==> config.mk <==
export PLATFORM = sky130hd
export DESIGN_NAME = ecbs_mod
export DESIGN_NICKNAME = d
export VERILOG_FILES = /design/src/design/ecbs_pkg.sv /design/src/design/ecbs_mod.sv
export SDC_FILE = /design/constraint.sdc
export NUM_CORES = 1
export LEC_CHECK = 0
export ABC_AREA = 1
export BUFFER_PORTS_ARGS = -buffer_cell sky130_fd_sc_hd__buf_2
export CORE_MARGIN = 1.5
export CORE_UTILIZATION = 50
export DETAILED_ROUTE_END_ITERATION = 8
export PLACE_DENSITY = 0.79
export SYNTH_ARGS = -nofsm -noshare
export SYNTH_HDL_FRONTEND = slang
export SYNTH_SLANG_ARGS = --single-unit
==> constraint.sdc <==
create_clock -name i_clk -period 4.8 [get_ports i_clk]
set_input_delay 0 -clock i_clk [delete_from_list [all_inputs] [get_ports i_clk]]
set_output_delay 0 -clock i_clk [all_outputs]
set_load 0.02 [all_outputs]
==> src/design/ecbs_pkg.sv <==
// Package for the endpoint circuit breaker selector: sizes, opcodes, status codes.
// No dependencies.
package ecbs_pkg;
    localparam int TABLE_ENTRIES = 64;
    localparam int IW = $clog2(TABLE_ENTRIES);
    localparam int CW = $clog2(TABLE_ENTRIES + 1);

    localparam logic [2:0] OP_ADD     = 3'd0;
    localparam logic [2:0] OP_REMOVE  = 3'd1;
    localparam logic [2:0] OP_SELECT  = 3'd2;
    localparam logic [2:0] OP_SUCCESS = 3'd3;
    localparam logic [2:0] OP_FAILURE = 3'd4;

    localparam logic [1:0] ST_OK    = 2'd0;
    localparam logic [1:0] ST_NONE  = 2'd1;
    localparam logic [1:0] ST_FULL  = 2'd2;
    localparam logic [1:0] ST_BADPOS = 2'd3;

    localparam int CFG_TRY_SECOND = 0;
    localparam int CFG_RECOVERY   = 1;

    // One table entry as it is stored in the entry memory.
    typedef struct packed {
        logic [47:0] key;
        logic [15:0] limit;
        logic [15:0] fails;
        logic        tripped;
        logic [31:0] reopen;
    } t_entry;

    // Handshake between the top level and the modulo unit.
    typedef struct packed {
        logic          start;
        logic [30:0]   dividend;
        logic [CW-1:0] divisor;
    } t_mod_req;

    typedef struct packed {
        logic          done;
        logic [IW-1:0] rem;
    } t_mod_rsp;
endpackage

==> src/design/ecbs_mod.sv <==
// Restoring modulo unit: 31-bit dividend by a table-sized divisor, one bit a cycle.
// Depends on ecbs_pkg.
module ecbs_mod import ecbs_pkg::*; (
    input  logic     i_clk,
    input  logic     i_rst_n,
    input  t_mod_req i_req,
    output t_mod_rsp o_rsp
);
    logic [30:0]   r_quo;
    logic [CW:0]   r_rem;
    logic [CW-1:0] r_div;
    logic [4:0]    r_cnt;
    logic          r_busy;
    logic          r_done;
    logic [CW:0]   n_shift;

    assign n_shift = {r_rem[CW-1:0], r_quo[30]};

    always_ff @(posedge i_clk) begin
        if (!i_rst_n) begin
            r_busy <= 1'b0;
            r_done <= 1'b0;
        end else begin
            r_done <= 1'b0;
            if (i_req.start) begin
                r_busy <= 1'b1;
                r_cnt  <= 5'd0;
                r_quo  <= i_req.dividend;
                r_div  <= i_req.divisor;
                r_rem  <= '0;
            end else if (r_busy) begin
                r_quo <= {r_quo[29:0], 1'b0};
                if (n_shift >= {1'b0, r_div}) begin
                    r_rem <= n_shift - {1'b0, r_div};
                end else begin
                    r_rem <= n_shift;
                end
                r_cnt <= r_cnt + 5'd1;
                if (r_cnt == 5'd30) begin
                    r_busy <= 1'b0;
                    r_done <= 1'b1;
                end
            end
        end
    end

    assign o_rsp.done = r_done;
    assign o_rsp.rem  = r_rem[IW-1:0];
endmodule

==> results.ini <==
[sta]
fin_hold_ws_ns=0.292
drv_slew=0
max_freq_ghz=0.503
worst_slew_pin_slew_ns=1.09
rsz0062_at_grt=false
slew-limit-headroom_pct=27.0
fin_worst_skew_ns=0.0118
fin_crit_ns=1.99
tns_ns=0
finalSetupViolCount=0
setup_slack_ns=2.81
hold_viol_final=0
fin_crit_sh_pct=41.4

[setup_path]
start_kind=flop
r2r_slack_ns=2.81
end_kind=flop
path_max_fanout=6
cp.required_ns=4.97
reg2reg_from=r_quo[30]
worstSetupPathType=reg -> reg
cp.arrival_ns=2.15
crit_start=r_quo[30]
reg2reg_depth=11

[power]
total_power_mw=1.10
ir_drop_mv=0.229
p_switching_mw=0.303
power_density_nw_per_um2=328
pwr-share-seq_pct=51.7
total_leakage_power_nw=1.61
swShare_pct=27.4
clock_power_share_pct=26.6
intPower_mw=0.802
power_frac_comb_pct=21.6

[cells_and_area]
num-fill-cells=416
antenna_cells=0
syn2layout_area_growth_pct=27.6
post-route-cell-area_um2=3370
drive_above_1_share_pct=16.8
nNetsFinal=414

[place]
globalplace.congestion=0.904
placed_area_um2=2870
io_buffers=47
preCtsSetupSlack_ns=2.83
dp_hpwl_mm=3.26

[clocking]
clk_latency_ns=0.31
path_clk_slew_ns=0.10
cts_sinks=52
numCtsBuffers=5
cts_buffer_depth=2
clock_tree.htree_level_count=2
root_buffer=clkbuf_8
cts_tree=yes

[route]
drt_pass1_iterations=4
wire_per_inst_um=12.6
vias=2029
avgViaCountPerCell=4.68
drt_iter0_drc=132
ant_nets=0
drc=0
wirelength_mm=5.47

[logic_synthesis]
synth.most_common_cell=nand2_1
synth_top_area_cell=edfxtp_1
yosys-top-cells-area=edfxtp_1 (57%), nand2_1 (18%), inv_1 (4.4%)
synth_top_area_share_pct=56.9
synth_common_cells=nand2_1 (124), edfxtp_1 (50), inv_1 (31), nor2_1 (21), nand3_1 (11)
synth_edf_count=50
synthFlopType=edfxtp_1
syn_area_per_cell_um2=9.26
synthesis.area_um2=2640
ys_seq_area_share_pct=58.4
synth_cells=285
async_reset_ff_share_pct=0
synth_seq_cells=52
ys_warn_count=0
synth_fp_nets=336
yosysUniqueCellTypes=26

[grt]
antenna_found_initial=0
grt-ovfl-total=0
grt_pass1_vias=2001
grt_first_pass_wirelength_mm=8.70
grt_max_degree=45
track_usage_pct=20.6

[worst_hold_path]
hold_class=in -> reg
holdPathStages=2
hp-start=i_req[38]

[floorplanning]
die_h_um=75.7
rows=26
initial_core_util_pct=51.7
die_area_um2=5730
die_w_um=75.7
design.core.area_um2=5110
pin_count=48

[outcome]
status=finished, final reports clean

[job]
maxCapViolations=0

final timing paths:
kind                   end
setup / recovery  r_rem[3]
hold / removal    r_cnt[0]
setup reg to reg  r_rem[3]
hold reg to reg     r_done
kinds of logic after synthesis:
kind of cell | Yosys count | share of synthesized area, %
adders and majority gates | 10 | 5.02
xor gates and xnor gates | 3 | 0.995
and+or+nand+nor | 165 | 25.3
DFF | 52 | 58.4
AOI/OAI and AO/OA | 8 | 2.18
buffers and inverters | 47 | 8.10
metal layers:
layer | vias up | track usage (%) | wire (um)
met2 | 48 | 38.3 | 2860
li1 | 1053 | - | -
met3 | 6 | 4.37 | 201
met5 | - | 0 | 0
met1 | 922 | 24.5 | 2370
met4 | 0 | 4.76 | 41
flip-flops by register name, indices dropped and copies added, names as in the netlist:
signal  cells
r_done      1
r_busy      1
r_quo      31
r_div       7
r_rem       7
r_cnt       5
power by group through the flow:
stage,registers (mW),clock network [mW],logic (mW)
2_1_floorplan,0.576,0,0.166
3_3_place_gp,0.579,0,0.205
3_5_place_dp,0.581,0,0.212
4_1_cts,0.571,0.300,0.237
5_1_grt,0.576,0.315,0.267
6_report,0.571,0.294,0.239
worst max-delay path, cell delays in order (launching register included):
cell	delay [ns]
edfxtp_1	0.37
inv_1	0.08
ha_1	0.17
inv_1	0.07
fa_1	0.40
nand2_1	0.07
nand2_1	0.08
nand2_2	0.09
nand2_2	0.08
a21oi_2	0.26
nor2_1	0.09
nor2_1	0.10
area by class of cell:
cell class | instances | area [um2] | share of cell area (%)
multi-input combinational | 186 | 887 | 26.3
clock inverter | 3 | 37.5 | 1.11
inverter | 32 | 120 | 3.57
timing repair buffer | 86 | 626 | 18.6
sequential | 52 | 1540 | 45.8
tap | 70 | 87.6 | 2.60
clock buffer | 5 | 68.8 | 2.04
timing repair:
| item | 4_1_cts | 5_1_grt |
|---|---|---|
| hold buffers | 39 | 0 |
| setup buffers | 0 | 0 |
| endpoints found under the hold margin | 39 | 0 |
| resized for setup | 0 | 0 |
stage by stage:
step,utilization (%),std cells
6_report,65.9,434
4_1_cts,65.9,434
5_1_grt,65.9,434
2_1_floorplan,-,285
3_3_place_gp,56.2,387
3_5_place_dp,56.2,387
layout by cell type, fill, tap and decap left out:
cell	netlist	layout
a21oi_1	3	3
nor2_1	21	21
inv_1	31	31
nor3_1	2	2
o21a_1	1	1
fa_1	1	1
buf_2	3	47
edfxtp_1	50	50
ha_1	9	9
nand2_2	2	3
nand2_4	1	1
xor2_1	1	1
nand3_1	11	11
a21oi_2	1	1
nor3_4	1	1
clkbuf_8	0	5
nand2_1	124	123
dlygate4sd3_1	0	39
inv_2	1	1
nand4_1	3	3
dfxtp_1	2	2
clkinv_1	0	2
bufinv_16	0	1
o21ai_0	2	2
a21oi_4	1	1
xnor2_1	2	2
No activity file was read; power rests on OpenSTA's default activity.
